==> src/assert_macros.svh <==
// assertion macros shared by the decimal writer modules
// depends on clk and rst_n being visible where a macro is used
`ifndef ASSERT_MACROS_SVH
`define ASSERT_MACROS_SVH

`ifndef SYNTHESIS
`define ASSERT_CLK(lbl, prop, msg) \
    lbl: assert property (@(posedge clk) disable iff (!rst_n) prop) else $error(msg);
`define ASSERT_NEVER(lbl, cond, msg) \
    lbl: assert property (@(posedge clk) disable iff (!rst_n) !(cond)) else $error(msg);
`else
`define ASSERT_CLK(lbl, prop, msg)
`define ASSERT_NEVER(lbl, cond, msg)
`endif

`endif

==> src/ldnw_pkg.sv <==
// shared types, constants and helpers of the decimal number writer
// no dependencies
`timescale 1ns / 1ps

package ldnw_pkg;

    localparam int MAX_DIGITS_DEF = 10;
    localparam int MAX_DIGITS_HI  = 20;

    localparam int NUMBER_W   = 32;
    localparam int BCD_DIGITS = 10;
    localparam int BCD_W      = BCD_DIGITS * 4;
    localparam int DIX_W      = $clog2(BCD_DIGITS);
    localparam int CONV_BITS  = 4;
    localparam int CONV_STEPS = NUMBER_W / CONV_BITS;
    localparam int STEP_W     = $clog2(CONV_STEPS);

    // counts and exponents sized for the full parameter range
    localparam int CNT_W = $clog2(MAX_DIGITS_HI + 1);
    localparam int EXP_W = $clog2(15 + MAX_DIGITS_HI + 1);

    localparam int IN_FIELDS_W = 52;
    localparam int IN_W        = 56;
    localparam int OUT_W       = 8;

    localparam logic [7:0] ASCII_ZERO  = 8'h30;
    localparam logic [7:0] ASCII_SPACE = 8'h20;
    localparam logic [7:0] ASCII_POINT = 8'h2E;

    localparam logic KIND_CMD  = 1'b0;
    localparam logic KIND_CHAR = 1'b1;

    typedef logic [BCD_W-1:0] bcd_t;

    typedef struct packed {
        logic [7:0]       cursor;
        bcd_t             bcd;
        logic [CNT_W-1:0] int_cnt;
        logic [CNT_W-1:0] frac_cnt;
        logic [3:0]       shift;
        logic             keep;
    } desc_t;

    typedef enum logic [1:0] {
        FS_IDLE,
        FS_CONV,
        FS_PUSH
    } front_state_t;

    typedef enum logic [1:0] {
        BS_CMD,
        BS_INT,
        BS_DOT,
        BS_FRAC
    } back_state_t;

    // one double-dabble step: adjust every digit, shift in one binary bit
    function automatic bcd_t dabble_step(input bcd_t d, input logic b);
        bcd_t a;
        for (int i = 0; i < BCD_DIGITS; i++)
        begin
            a[i*4 +: 4] = (d[i*4 +: 4] >= 4'd5) ? d[i*4 +: 4] + 4'd3 : d[i*4 +: 4];
        end
        return {a[BCD_W-2:0], b};
    endfunction

endpackage

==> src/ldnw_front.sv <==
// front end: accepts a request, clamps the counts, converts to bcd
// depends on ldnw_pkg
`timescale 1ns / 1ps

module ldnw_front #(
    parameter int MAX_DIGITS = ldnw_pkg::MAX_DIGITS_DEF
) (
    input  logic                    clk,
    input  logic                    rst_n,
    input  logic                    s_tvalid,
    output logic                    s_tready,
    input  logic [ldnw_pkg::IN_W-1:0] s_tdata,
    output logic                    push,
    output ldnw_pkg::desc_t         push_desc,
    input  logic                    q_full
);
    import ldnw_pkg::*;

    front_state_t state_reg, state_next;

    logic [NUMBER_W-1:0] bin_reg, bin_next;
    bcd_t                bcd_conv;
    logic [STEP_W-1:0]   step_reg, step_next;
    desc_t               desc_reg, desc_next;

    logic [1:0]       f_row;
    logic [4:0]       f_column;
    logic [3:0]       f_idig, f_fdig, f_shift;
    logic             f_keep;
    logic [CNT_W-1:0] icnt, fmin, fcnt;
    logic [CNT_W:0]   isum;
    logic             accept;

    assign f_row    = s_tdata[1:0];
    assign f_column = s_tdata[6:2];
    assign f_idig   = s_tdata[42:39];
    assign f_keep   = s_tdata[43];
    assign f_fdig   = s_tdata[47:44];
    assign f_shift  = s_tdata[51:48];

    // count clamping
    always_comb
    begin
        icnt = (f_idig > MAX_DIGITS) ? CNT_W'(MAX_DIGITS) : CNT_W'(f_idig);
        fmin = (f_fdig > f_shift) ? CNT_W'(f_shift) : CNT_W'(f_fdig);
        isum = (CNT_W+1)'(icnt) + (CNT_W+1)'(fmin);
        fcnt = (isum > MAX_DIGITS) ? CNT_W'(MAX_DIGITS) - icnt : fmin;
    end

    // four dabble steps per cycle
    always_comb
    begin
        bcd_conv = desc_reg.bcd;
        for (int j = 0; j < CONV_BITS; j++)
        begin
            bcd_conv = dabble_step(bcd_conv, bin_reg[NUMBER_W-1-j]);
        end
    end

    always_comb
    begin
        state_next = state_reg;
        unique case (state_reg)
            FS_IDLE: if (s_tvalid) state_next = FS_CONV;
            FS_CONV: if (step_reg == STEP_W'(CONV_STEPS - 1)) state_next = FS_PUSH;
            FS_PUSH: if (!q_full) state_next = FS_IDLE;
            default: state_next = FS_IDLE;
        endcase
    end

    always_comb
    begin
        s_tready = 1'b0;
        push     = 1'b0;
        unique case (state_reg)
            FS_IDLE: s_tready = 1'b1;
            FS_CONV: ;
            FS_PUSH: push = !q_full;
            default: ;
        endcase
    end

    assign accept    = s_tvalid && s_tready;
    assign push_desc = desc_reg;

    always_comb
    begin
        bin_next  = bin_reg;
        step_next = step_reg;
        desc_next = desc_reg;
        if (accept)
        begin
            bin_next           = s_tdata[38:7];
            step_next          = '0;
            desc_next.cursor   = {1'b1, f_row, f_column};
            desc_next.bcd      = '0;
            desc_next.int_cnt  = icnt;
            desc_next.frac_cnt = fcnt;
            desc_next.shift    = f_shift;
            desc_next.keep     = f_keep;
        end
        else if (state_reg == FS_CONV)
        begin
            bin_next      = bin_reg << CONV_BITS;
            step_next     = step_reg + 1'b1;
            desc_next.bcd = bcd_conv;
        end
    end

    always_ff @(posedge clk or negedge rst_n)
    begin
        if (!rst_n)
        begin
            state_reg <= FS_IDLE;
            step_reg  <= '0;
        end
        else
        begin
            state_reg <= state_next;
            step_reg  <= step_next;
        end
    end

    always_ff @(posedge clk)
    begin
        bin_reg  <= bin_next;
        desc_reg <= desc_next;
    end

endmodule

==> src/ldnw_queue.sv <==
// two-entry queue of decoded requests between front and back
// depends on ldnw_pkg and assert_macros.svh
`timescale 1ns / 1ps
`include "assert_macros.svh"

module ldnw_queue (
    input  logic            clk,
    input  logic            rst_n,
    input  logic            push,
    input  ldnw_pkg::desc_t push_desc,
    output logic            full,
    input  logic            pop,
    output logic            head_valid,
    output ldnw_pkg::desc_t head_desc
);
    import ldnw_pkg::*;

    localparam int DEPTH = 2;
    localparam int PTR_W = $clog2(DEPTH);

    desc_t            mem_reg [DEPTH];
    logic [PTR_W-1:0] wr_reg, wr_next, rd_reg, rd_next;
    logic [PTR_W:0]   cnt_reg, cnt_next;

    assign full       = (cnt_reg == (PTR_W+1)'(DEPTH));
    assign head_valid = (cnt_reg != '0);
    assign head_desc  = mem_reg[rd_reg];

    always_comb
    begin
        wr_next  = push ? wr_reg + 1'b1 : wr_reg;
        rd_next  = pop ? rd_reg + 1'b1 : rd_reg;
        cnt_next = cnt_reg + (PTR_W+1)'(push) - (PTR_W+1)'(pop);
    end

    always_ff @(posedge clk or negedge rst_n)
    begin
        if (!rst_n)
        begin
            wr_reg  <= '0;
            rd_reg  <= '0;
            cnt_reg <= '0;
        end
        else
        begin
            wr_reg  <= wr_next;
            rd_reg  <= rd_next;
            cnt_reg <= cnt_next;
        end
    end

    always_ff @(posedge clk)
    begin
        if (push)
        begin
            mem_reg[wr_reg] <= push_desc;
        end
    end

    `ASSERT_NEVER(a_push_when_full, push && full, "request pushed into full queue")
    `ASSERT_NEVER(a_pop_when_empty, pop && !head_valid, "pop from empty queue")

endmodule

==> src/ldnw_back.sv <==
// back end: walks one queued request and sends its bytes one per cycle while the output is not stalled
// depends on ldnw_pkg and assert_macros.svh
`timescale 1ns / 1ps
`include "assert_macros.svh"

module ldnw_back (
    input  logic            clk,
    input  logic            rst_n,
    input  logic            head_valid,
    input  ldnw_pkg::desc_t head_desc,
    output logic            pop,
    output logic            m_tvalid,
    input  logic            m_tready,
    output logic [7:0]      m_tdata,   // byte_out
    output logic            m_tlast,   // last
    output logic            m_tuser    // is_data
);
    import ldnw_pkg::*;

    back_state_t      phase_reg, phase_next;
    logic [CNT_W-1:0] int_left_reg, frac_left_reg;
    logic [EXP_W-1:0] exp_reg, exp_m1;
    logic             blank_reg;

    logic             out_valid_reg, out_last_reg, out_user_reg;
    logic [7:0]       out_byte_reg;

    logic             load;
    logic [7:0]       byte_c, digit_ch;
    logic             last_c, user_c, use_space;
    logic             in_range;
    logic [DIX_W-1:0] dig_idx;
    logic [3:0]       digit;

    assign load = head_valid && (!out_valid_reg || m_tready);

    // digit of weight 10^(exp_reg-1); beyond the bcd word it reads as zero
    always_comb
    begin
        exp_m1   = exp_reg - 1'b1;
        in_range = (exp_reg != '0) && (exp_m1 < EXP_W'(BCD_DIGITS));
        dig_idx  = exp_m1[DIX_W-1:0];
        digit    = in_range ? head_desc.bcd[dig_idx*4 +: 4] : 4'd0;
        digit_ch = ASCII_ZERO | {4'd0, digit};
    end

    always_comb
    begin
        phase_next = phase_reg;
        if (load)
        begin
            unique case (phase_reg)
                BS_CMD:
                    if (head_desc.int_cnt != '0)       phase_next = BS_INT;
                    else if (head_desc.frac_cnt != '0) phase_next = BS_DOT;
                BS_INT:
                    if (int_left_reg == CNT_W'(1))
                        phase_next = (head_desc.frac_cnt != '0) ? BS_DOT : BS_CMD;
                BS_DOT:  phase_next = BS_FRAC;
                BS_FRAC: if (frac_left_reg == CNT_W'(1)) phase_next = BS_CMD;
                default: phase_next = BS_CMD;
            endcase
        end
    end

    always_comb
    begin
        byte_c    = digit_ch;
        user_c    = KIND_CHAR;
        last_c    = 1'b0;
        use_space = 1'b0;
        unique case (phase_reg)
            BS_CMD:
            begin
                byte_c = head_desc.cursor;
                user_c = KIND_CMD;
                last_c = (head_desc.int_cnt == '0) && (head_desc.frac_cnt == '0);
            end
            BS_INT:
            begin
                use_space = blank_reg && (digit == 4'd0) && (int_left_reg > CNT_W'(1));
                byte_c    = use_space ? ASCII_SPACE : digit_ch;
                last_c    = (int_left_reg == CNT_W'(1)) && (head_desc.frac_cnt == '0);
            end
            BS_DOT:  byte_c = ASCII_POINT;
            BS_FRAC: last_c = (frac_left_reg == CNT_W'(1));
            default: ;
        endcase
    end

    assign pop = load && last_c;

    always_ff @(posedge clk or negedge rst_n)
    begin
        if (!rst_n)
        begin
            phase_reg     <= BS_CMD;
            int_left_reg  <= '0;
            frac_left_reg <= '0;
            exp_reg       <= '0;
            blank_reg     <= 1'b0;
            out_valid_reg <= 1'b0;
        end
        else
        begin
            phase_reg <= phase_next;
            if (load)
            begin
                out_valid_reg <= 1'b1;
                case (phase_reg)
                    BS_CMD:
                    begin
                        int_left_reg  <= head_desc.int_cnt;
                        frac_left_reg <= head_desc.frac_cnt;
                        exp_reg       <= EXP_W'(head_desc.shift) + EXP_W'(head_desc.int_cnt);
                        blank_reg     <= !head_desc.keep;
                    end
                    BS_INT:
                    begin
                        int_left_reg <= int_left_reg - 1'b1;
                        exp_reg      <= exp_m1;
                        blank_reg    <= use_space;
                    end
                    BS_FRAC:
                    begin
                        frac_left_reg <= frac_left_reg - 1'b1;
                        exp_reg       <= exp_m1;
                    end
                    default: ;
                endcase
            end
            else if (m_tready)
            begin
                out_valid_reg <= 1'b0;
            end
        end
    end

    always_ff @(posedge clk)
    begin
        if (load)
        begin
            out_byte_reg <= byte_c;
            out_user_reg <= user_c;
            out_last_reg <= last_c;
        end
    end

    assign m_tvalid = out_valid_reg;
    assign m_tdata  = out_byte_reg;
    assign m_tlast  = out_last_reg;
    assign m_tuser  = out_user_reg;

    `ASSERT_CLK(a_walk_has_head, (phase_reg != BS_CMD) |-> head_valid, "walk without request")
    `ASSERT_CLK(a_frac_count, (phase_reg == BS_FRAC) |-> (frac_left_reg != '0), "frac underrun")

endmodule

==> src/lcd_decimal_number_writer.sv <==
// top level of the decimal number writer for a character display
// depends on ldnw_pkg, ldnw_front, ldnw_queue and ldnw_back
`timescale 1ns / 1ps

// Turns one request (row, column, 32-bit unsigned number, digit counts,
// point shift, zero-keep flag) into the byte run a character display needs:
// a cursor address command 0x80 | (row*0x20 + column), then ASCII digits of
// the integer part, then '.' and the fraction digits when any remain after
// clamping. Leading integer zeros become spaces unless keep_zeros is set;
// the last integer digit always prints. Digits of weight 10^10 and up read
// as '0'. Output bytes carry tuser = 0 for the command and 1 for characters,
// and tlast marks the final byte of each run (the command itself when no
// characters follow). The front end takes a request when idle and runs a
// double-dabble converter at four bits per cycle, and takes no new request
// until the converted one is pushed into the queue. The back end sends
// 1 + I (+ 1 + F when F > 0) bytes at one per cycle while the output is not
// stalled, up to 12 with the default digit limit. A two-entry queue sits
// between the halves, so the converter works on the next request while the
// back end is still sending, and a registered output stage holds its byte
// while the output is stalled; no new byte is loaded until it is taken.
module lcd_decimal_number_writer #(
    parameter int MAX_DIGITS = ldnw_pkg::MAX_DIGITS_DEF
) (
    input  logic                      clk,
    input  logic                      rst_n,
    // request channel
    input  logic                      s_tvalid,
    output logic                      s_tready,
    // row[1:0], column[6:2], number[38:7], int_digits[42:39],
    // keep_zeros[43], frac_digits[47:44], point_shift[51:48], zero pad above
    input  logic [ldnw_pkg::IN_W-1:0] s_tdata,
    // byte channel
    output logic                      m_tvalid,
    input  logic                      m_tready,
    output logic [7:0]                m_tdata,  // byte_out[7:0]
    output logic                      m_tlast,  // last
    output logic                      m_tuser   // is_data
);
    import ldnw_pkg::*;

    // decoded request handed from front to queue
    logic  push, q_full;
    desc_t push_desc;

    // queue head seen by the back end
    logic  head_valid, pop;
    desc_t head_desc;

    ldnw_front #(
        .MAX_DIGITS (MAX_DIGITS)
    ) u_front (
        .clk       (clk),
        .rst_n     (rst_n),
        .s_tvalid  (s_tvalid),
        .s_tready  (s_tready),
        .s_tdata   (s_tdata),
        .push      (push),
        .push_desc (push_desc),
        .q_full    (q_full)
    );

    ldnw_queue u_queue (
        .clk        (clk),
        .rst_n      (rst_n),
        .push       (push),
        .push_desc  (push_desc),
        .full       (q_full),
        .pop        (pop),
        .head_valid (head_valid),
        .head_desc  (head_desc)
    );

    // back end walks command, integer digits, point, fraction digits
    ldnw_back u_back (
        .clk        (clk),
        .rst_n      (rst_n),
        .head_valid (head_valid),
        .head_desc  (head_desc),
        .pop        (pop),
        .m_tvalid   (m_tvalid),
        .m_tready   (m_tready),
        .m_tdata    (m_tdata),
        .m_tlast    (m_tlast),
        .m_tuser    (m_tuser)
    );

endmodule

==> config.mk <==
export PLATFORM = sky130hd
export DESIGN_NAME = lcd_decimal_number_writer
export DESIGN_NICKNAME = d
export VERILOG_FILES = /design/src/ldnw_pkg.sv /design/src/ldnw_front.sv /design/src/ldnw_queue.sv /design/src/ldnw_back.sv /design/src/lcd_decimal_number_writer.sv
export VERILOG_INCLUDE_DIRS = /design/src /design/src/src
export SDC_FILE = /design/constraint.sdc
export NUM_CORES = 1
export LEC_CHECK = 0
export ABC_AREA = 0
export BUFFER_PORTS_ARGS = -buffer_cell sky130_fd_sc_hd__clkbuf_2
export CORE_MARGIN = 2
export CORE_UTILIZATION = 55
export CTS_BUF_LIST = sky130_fd_sc_hd__clkbuf_2 sky130_fd_sc_hd__clkbuf_4 sky130_fd_sc_hd__clkbuf_8
export CTS_CLUSTER_DIAMETER = 120
export DETAILED_ROUTE_END_ITERATION = 6
export PLACE_DENSITY = 0.8
export SLEW_MARGIN = 15
export SYNTH_ARGS = -nofsm -noshare
export SYNTH_HDL_FRONTEND = slang
export SYNTH_SLANG_ARGS = --single-unit
==> constraint.sdc <==
create_clock -name clk -period 6.9 [get_ports clk]
set_input_delay 1.035 -clock clk [delete_from_list [all_inputs] [get_ports clk]]
set_output_delay 1.035 -clock clk [all_outputs]
set_load 0.005 [all_outputs]
==> impl_metrics.prom, run 1 <==
# TYPE chip_impl_metric gauge
chip_impl_info{name="outcome",value="finished, violations left"} 1
chip_impl_info{name="violations",value="DRC"} 1
chip_impl_info{name="netlist_top_cells_area",value="edfxtp_1 37%, nand2_1 5.5%, dfxtp_1 5.3%, ha_1 4.9%, dfrtp_1 4.8%"} 1
chip_impl_metric{name="postRouteAntennaNets",unit=""} 0
chip_impl_metric{name="slew_viol_final",unit=""} 0
chip_impl_metric{name="total_of_buffers_placed_on_input_and_output_ports",unit=""} 67
chip_impl_metric{name="grt-ovfl-total",unit=""} 0
chip_impl_metric{name="routed-via-count",unit=""} 11800
chip_impl_metric{name="postCtsResizedCells",unit=""} 0
chip_impl_metric{name="postLayoutCellArea",unit="µm²"} 16600
chip_impl_metric{name="crit_path_max_incr_delay",unit="ns"} 0.83
chip_impl_info{name="critical_path.startpoint_type",value="flip-flop"} 1
chip_impl_info{name="worst-setup-path-type",value="flip-flop to flip-flop"} 1
chip_impl_metric{name="dpl-instance-area",unit="µm²"} 15800
chip_impl_info{name="worst_setup_path_startpoint",value="u_front.push_desc[19]"} 1
chip_impl_metric{name="dp_hpwl",unit="µm"} 22900
chip_impl_info{name="worst_r2r_startpoint",value="u_front.push_desc[19]"} 1
chip_impl_metric{name="via_per_inst",unit=""} 6.10
chip_impl_info{name="timing.hold.worst.class",value="flip-flop to flip-flop"} 1
chip_impl_metric{name="chipWidth",unit="µm"} 170
chip_impl_info{name="synth_ff_type",value="edfxtp_1"} 1
chip_impl_metric{name="tritoncts.num_buffers",unit=""} 41
chip_impl_metric{name="postSynthCellCount",unit=""} 1498
chip_impl_metric{name="postCtsSetupRepairBufs",unit=""} 0
chip_impl_info{name="endpoint_kind",value="flip-flop"} 1
chip_impl_metric{name="synth.yosys.seq_area_share",unit=""} 0.466
chip_impl_metric{name="period_minus_slack",unit="ns"} 4.43
chip_impl_metric{name="grt_start_max_net_pins",unit=""} 62
chip_impl_metric{name="row_count",unit=""} 60
chip_impl_metric{name="grtUsageTotal",unit=""} 0.225
chip_impl_metric{name="cts_max_level",unit=""} 2
chip_impl_metric{name="clock_latency_on_the_worst_skew_pair",unit="ns"} 0.56
chip_impl_info{name="tritoncts",value="done"} 1
chip_impl_metric{name="synth.cell_area",unit="µm²"} 15200
chip_impl_metric{name="worst_clock_skew",unit="ns"} 0.0409
chip_impl_metric{name="total_drc_errors_in_the_routed_layout",unit=""} 10
chip_impl_metric{name="floorplan.die.height",unit="µm"} 170
chip_impl_metric{name="grt_pass1_vias",unit=""} 11200
chip_impl_metric{name="yosysUniqueCellTypes",unit=""} 99
chip_impl_info{name="crit_path_slowest_cell",value="xnor2_1"} 1
chip_impl_info{name="root_buffer",value="clkbuf_8"} 1
chip_impl_metric{name="worst-path-buf-inv",unit=""} 2
chip_impl_metric{name="initial_util",unit=""} 0.562
chip_impl_metric{name="routed_wirelength",unit="µm"} 32700
chip_impl_metric{name="postSynthRegisterBits",unit=""} 254
chip_impl_metric{name="fin_crit_sh",unit=""} 0.642
chip_impl_metric{name="dpl.cell_count",unit=""} 1858
chip_impl_metric{name="initialDrtViolationCount",unit=""} 1052
chip_impl_metric{name="number_of_antenna_violations_at_the_first_check_in_global_routing",unit=""} 0
chip_impl_metric{name="share_of_synthesized_registers_carrying_an_async_set_or_reset",unit=""} 0.114
chip_impl_metric{name="proportion_of_layout_cells_with_a_drive_suffix_above_1",unit=""} 0.165
chip_impl_metric{name="core",unit="µm²"} 27000
chip_impl_metric{name="synthesis.area_per_instance",unit="µm²"} 10.1
chip_impl_metric{name="route.detailed.wl_per_inst",unit="µm"} 16.9
chip_impl_metric{name="numClockSinks",unit=""} 254
chip_impl_info{name="hold_path.startpoint",value="u_front.push_desc[6]"} 1
chip_impl_metric{name="critPathArrivalTime",unit="ns"} 4.83
chip_impl_metric{name="area.growth.synth_to_final",unit="%"} 9.44
chip_impl_metric{name="wire_length_of_the_first_global_routing_pass",unit="µm"} 53600
chip_impl_metric{name="clk_transition_reported_paths",unit="ns"} 0.06
chip_impl_metric{name="synth.top_cell.area_share",unit=""} 0.366
chip_impl_metric{name="cap_viol_max_count",unit=""} 0
chip_impl_metric{name="globalplace.congestion",unit=""} 0.855
chip_impl_metric{name="post_layout_nets",unit=""} 1681
chip_impl_metric{name="clockBufferDepth",unit=""} 3
chip_impl_info{name="cpLargestDelayFamily",value="XOR/XNOR gates"} 1
chip_impl_metric{name="maximum_clock_frequency",unit="GHz"} 0.226
chip_impl_metric{name="tightest_slew",unit="ns"} 1.03
chip_impl_info{name="worst_path_cell_chain",value="inv_1 > ha_1 > nand2b_1 > a21oi_2 > xnor2_1 > a21oi_1 > xnor2_1 > inv_2 > ha_1 > maj3_1 > a2bb2oi_1 > mux2i_1 > nor4_2 > nand2b_1 > xnor2_1 > o22ai_1"} 1
chip_impl_metric{name="io-pin-count",unit=""} 72
chip_impl_metric{name="report.final.setup_viol",unit=""} 0
chip_impl_metric{name="final_hold_viol_count",unit=""} 0
chip_impl_info{name="critical-path-top-cell-by-count",value="xnor2_1"} 1
chip_impl_metric{name="diodes",unit=""} 0
chip_impl_info{name="yosysTopAreaCell",value="edfxtp_1"} 1
chip_impl_metric{name="setup_total_negative_slack",unit="ns"} 0
chip_impl_metric{name="cts-hold-fix-buffers",unit=""} 0
chip_impl_metric{name="synth_edf_count",unit=""} 185
chip_impl_metric{name="mapped_nets",unit=""} 1619
chip_impl_metric{name="maxSlewHeadroom",unit=""} 0.312
chip_impl_metric{name="largest_register_ffs",unit=""} 122
chip_impl_metric{name="floorplan.die_area",unit="µm²"} 29000
chip_impl_metric{name="required_time_reported_for_the_critical_path_endpoint",unit="ns"} 7.30
chip_impl_metric{name="firstDrtPassIters",unit=""} 7
chip_impl_metric{name="post_layout_nonfiller_instances",unit=""} 1932
chip_impl_metric{name="synth_warnings",unit=""} 0
chip_impl_metric{name="critical_path_peak_fanout",unit=""} 13
chip_impl_info{name="unrepaired_setup_endpoints_after_global_routing",value="false"} 1
## path summary, 6_finish.rpt
path / endpoint / slack [ns] / depth (start not counted)
min in group asynchronous: u_back.phase_reg[0] / 0.54 / 1
worst min-delay path: u_queue.mem_reg[1][6] / 0.44 / 0
worst min register to register: u_queue.mem_reg[1][6] / 0.44 / 0
max in group asynchronous: u_queue.rd_reg / 5.82 / 1
worst max-delay path: u_front.push_desc[27] / 2.47 / 16
worst max register to register: u_front.push_desc[27] / 2.47 / 16
## logic make-up (layout without fill, tap and decap cells)
family / count (synthesis) / count (layout) / share of synthesized area
simple gates: 518 / 518 / 0.159
compound gates: 406 / 406 / 0.180
flops: 254 / 254 / 0.466
buf+inv: 122 / 215 / 0.0315
mux: 91 / 91 / 0.0834
fa+ha+maj: 68 / 68 / 0.0560
xor+xnor: 39 / 39 / 0.0245
## worst reg2reg max path, cell delays in order (launching register included)
cell	delay, ns
dfxtp_1	0.49
inv_1	0.12
ha_1	0.24
nand2b_1	0.12
a21oi_2	0.11
xnor2_1	0.83
a21oi_1	0.19
xnor2_1	0.47
inv_2	0.13
ha_1	0.22
maj3_1	0.35
a2bb2oi_1	0.15
mux2i_1	0.15
nor4_2	0.31
nand2b_1	0.18
xnor2_1	0.13
o22ai_1	0.10
## cell usage in the layout, fill, tap and decap left out, drive strengths merged, types with 15 or more instances in the layout
cell type  instances
mux2              35
nor3              37
dfxtp             40
o22ai             29
clkbuf           122
and2              18
a21o              15
ha                59
mux4              24
a21oi             91
o211ai            18
nand3             39
nor2             102
nand2b            30
edfxtp           185
inv               63
o21ai            121
xnor2             34
nor2b             17
mux2i             32
nand2            225
dfrtp             29
## synthesized netlist by cell type, drive strengths merged, types with 15 or more instances
library cell and n:
a21o 15, a21oi 91, and2 18, buf 17, clkbuf 44, dfrtp 29
dfxtp 40, edfxtp 185, ha 59, inv 61, mux2 35, mux2i 32
mux4 24, nand2 225, nand2b 30, nand3 39, nor2 102, nor2b 17
nor3 37, o211ai 18, o21ai 121, o22ai 29, xnor2 34
## stage by stage
step	worst slack [ns]	hold slack, ns	util
final	2.47	0.442	0.615
after CTS	2.50	0.442	0.615
after global placement	2.12	0.425	0.585
after global routing	2.03	0.463	0.615
after detailed placement	2.01	0.434	0.585
after floorplan	2.53	0.418	-
## per-layer routing
metal / share of wire / global-route usage / wire (µm) / up-vias
met5: 0 / 0 / 0 / -
met4: 0.024 / 0.0773 / 775 / 0
met3: 0.048 / 0.0316 / 1570 / 63
met2: 0.49 / 0.377 / 16100 / 344
met1: 0.44 / 0.303 / 14300 / 5650
li1: - / - / - / 5731
## layout make-up
type / count / area (µm²)
Clock buffer: 55 / 669
Clock inverter: 19 / 136
Fill cell: 2103 / 10400
Inverter: 61 / 231
Multi-Input combinational cell: 1122 / 7640
Sequential cell: 254 / 7080
Tap cell: 341 / 427
Timing Repair Buffer: 80 / 433
Power of run 1 is left out: the tool's default activity adds up to more than one toggle a clock period on the data nets, which glitch-free logic cannot reach.
==> run 2: changes to the inputs <==
PLACE_DENSITY = 0.82   (was 0.8)
clock period = 3.6 ns   (was 6.9 ns; I/O delays follow)
==> run 2 against run 1 <==
  * The run now ends clean
  * Utilization grew 3.6 points
  * Hold slack worse by 0.38 ns
  * Register-to-register slack worse by 2.3 ns
  * Setup slack got worse by 2.3 ns
  * Critical path depth stayed put
  * Maximum frequency grew 27%
  * Non-clock buffer count rose by 79
  * Highest routed layer unchanged
==> impl_metrics.prom, run 2 (same netlist as run 1, synthesis figures left out) <==
# TYPE chip_impl_metric gauge
chip_impl_info{name="outcome",value="complete, no violations"} 1
chip_impl_metric{name="routed-via-count",unit=""} 12500
chip_impl_metric{name="dp_hpwl",unit="µm"} 24600
chip_impl_metric{name="worst_clock_skew",unit="ns"} 0.0309
chip_impl_info{name="timing.hold.worst.class",value="primary input to asynchronous set/reset pin"} 1
chip_impl_info{name="worst_setup_path_startpoint",value="u_front.push_desc[32]"} 1
chip_impl_info{name="timing.rr.end",value="u_front.push_desc[37]"} 1
chip_impl_metric{name="route.detailed.wl_per_inst",unit="µm"} 18.2
chip_impl_metric{name="post_layout_nets",unit=""} 1761
chip_impl_metric{name="worst_r2r_setup_slack",unit="ns"} 0.13
chip_impl_metric{name="via_per_inst",unit=""} 6.22
chip_impl_metric{name="final_hold_viol_count",unit=""} 0
chip_impl_metric{name="clockBufferDepth",unit=""} 3
chip_impl_info{name="worst_r2r_startpoint",value="u_front.push_desc[32]"} 1
chip_impl_metric{name="numClockSinks",unit=""} 254
chip_impl_info{name="endpoint",value="u_front.push_desc[37]"} 1
chip_impl_metric{name="area.growth.synth_to_final",unit="%"} 15.9
chip_impl_metric{name="clock_latency_on_the_worst_skew_pair",unit="ns"} 0.56
chip_impl_metric{name="clk_transition_reported_paths",unit="ns"} 0.06
chip_impl_metric{name="grt_pass1_vias",unit=""} 11800
chip_impl_metric{name="initial_util",unit=""} 0.562
chip_impl_metric{name="globalplace.congestion",unit=""} 0.864
chip_impl_metric{name="critical_path_peak_fanout",unit=""} 7
chip_impl_metric{name="post_layout_nonfiller_instances",unit=""} 2015
chip_impl_metric{name="tightest_slew",unit="ns"} 1.08
chip_impl_info{name="layout_commonest_cell",value="nand2_1"} 1
chip_impl_metric{name="total_drc_errors_in_the_routed_layout",unit=""} 0
chip_impl_metric{name="chipWidth",unit="µm"} 170
chip_impl_metric{name="required_time_reported_for_the_critical_path_endpoint",unit="ns"} 4.03
chip_impl_metric{name="critPathArrivalTime",unit="ns"} 3.91
chip_impl_metric{name="report.final.setup_viol",unit=""} 0
chip_impl_metric{name="number_of_antenna_violations_at_the_first_check_in_global_routing",unit=""} 0
chip_impl_metric{name="wire_length_of_the_first_global_routing_pass",unit="µm"} 57300
chip_impl_metric{name="fin_crit_sh",unit=""} 0.965
chip_impl_metric{name="postRouteAntennaNets",unit=""} 0
chip_impl_metric{name="initialDrtViolationCount",unit=""} 1112
chip_impl_metric{name="largest_register_ffs",unit=""} 122
chip_impl_metric{name="slew_viol_final",unit=""} 0
chip_impl_metric{name="grt_start_max_net_pins",unit=""} 53
chip_impl_info{name="root_buffer",value="clkbuf_8"} 1
chip_impl_metric{name="core",unit="µm²"} 27000
chip_impl_metric{name="floorplan.die_area",unit="µm²"} 29000
chip_impl_metric{name="period_minus_slack",unit="ns"} 3.47
chip_impl_info{name="mostFrequentLayoutCells",value="222 x nand2_1, 185 x edfxtp_1, 101 x nor2_1"} 1
chip_impl_metric{name="row_count",unit=""} 60
chip_impl_metric{name="routed_wirelength",unit="µm"} 36700
chip_impl_metric{name="rr_worst_depth",unit=""} 16
chip_impl_metric{name="cts_max_level",unit=""} 2
chip_impl_info{name="endpoint_kind",value="flip-flop"} 1
chip_impl_metric{name="grt-ovfl-total",unit=""} 0
chip_impl_info{name="critical_path.startpoint_type",value="flip-flop"} 1
chip_impl_metric{name="floorplan.die.height",unit="µm"} 170
chip_impl_info{name="tritoncts",value="done"} 1
chip_impl_metric{name="area.sequential",unit="µm²"} 7100
chip_impl_metric{name="total_area_of_multi_input_combinational_cells",unit="µm²"} 7940
chip_impl_metric{name="tritoncts.num_buffers",unit=""} 42
chip_impl_metric{name="total_of_buffers_placed_on_input_and_output_ports",unit=""} 67
chip_impl_metric{name="proportion_of_layout_cells_with_a_drive_suffix_above_1",unit=""} 0.242
chip_impl_metric{name="dpl.cell_count",unit=""} 1921
chip_impl_metric{name="maximum_clock_frequency",unit="GHz"} 0.288
chip_impl_metric{name="grtUsageTotal",unit=""} 0.243
chip_impl_metric{name="firstDrtPassIters",unit=""} 5
chip_impl_metric{name="diodes",unit=""} 0
chip_impl_metric{name="cap_viol_max_count",unit=""} 0
chip_impl_info{name="worst-setup-path-type",value="flip-flop to flip-flop"} 1
chip_impl_metric{name="num-fill-cells",unit=""} 1956
chip_impl_metric{name="io-pin-count",unit=""} 72
chip_impl_metric{name="maxSlewHeadroom",unit=""} 0.279
-- run 2: changes by cell type in the layout (fill, tap and decap cells not counted), moves of 5 or more --
cell,previous run,this run
buf_4,13,90
dfxtp_1,40,29
clkbuf_4,14,24
dfxtp_2,0,10
a21oi_1,84,76
inv_1,54,47
inv_2,5,12
a21oi_4,1,6
clkbuf_8,41,46
mux2i_1,32,27
-- run 2: timing repair --
action,in CTS,in global routing
gates resized for setup,5,67
hold endpoints to repair,0,0
buffers inserted,0,16
pin swaps,0,16
setup endpoints to repair,5,28
hold buffers,0,0
-- run 2: layer usage --
metal	GRT usage	routed length, µm	up-vias
met2	0.420	18800	493
li1	-	-	5911
met3	0.0353	2070	82
met1	0.309	15000	6043
met4	0.0914	898	0
met5	0	0	-
-- run 2: worst min-delay path by stage --
stage,to,slack (ns),cells after the start,from
global route,u_back.phase_reg[0],0.11,1,rst_n
detailed placement,u_queue.mem_reg[1][11],0.43,0,u_front.push_desc[11]
finish,u_back.phase_reg[0],0.06,1,rst_n
floorplan,u_back.blank_reg,0.24,0,rst_n
global placement,u_queue.mem_reg[0][10],0.42,0,u_front.push_desc[10]
CTS,u_back.phase_reg[0],0.06,1,rst_n
-- run 2: metrics by stage --
| stage | setup TNS (ns) | util | hold slack, ns | worst slack, ns | area [µm²] |
|---|---|---|---|---|---|
| floorplan | 0 | - | 0.244 | 0.000319 | 15200 |
| global route | -0.249 | 0.651 | 0.106 | -0.0910 | 17600 |
| detailed placement | -1.15 | 0.605 | 0.433 | -0.287 | 16300 |
| finish | 0 | 0.651 | 0.0581 | 0.127 | 17600 |
| global placement | -0.470 | 0.605 | 0.424 | -0.171 | 16300 |
| CTS | 0 | 0.637 | 0.0578 | 0.00959 | 17200 |
-- run 2: area by class of cell --
cell class	instances	share of cell area
multi-input combinational	1122	0.451
sequential	254	0.403
clock buffer	70	0.0462
timing repair buffer	159	0.0597
tap	341	0.0242
clock inverter	8	0.00263
inverter	61	0.0131
-- run 2: critical path, cell delays in order, from the launching register on --
cell	delay, ns
dfxtp_2	0.36
inv_1	0.11
ha_1	0.19
nand2b_1	0.18
a21oi_4	0.19
mux2i_2	0.28
o21ai_2	0.12
xnor2_2	0.21
inv_2	0.06
ha_1	0.20
o31ai_1	0.07
o22ai_1	0.10
a221o_1	0.43
nand2_1	0.09
a21oi_1	0.06
a2111o_1	0.39
a221o_1	0.32
Power of run 2 is left out for the same reason.
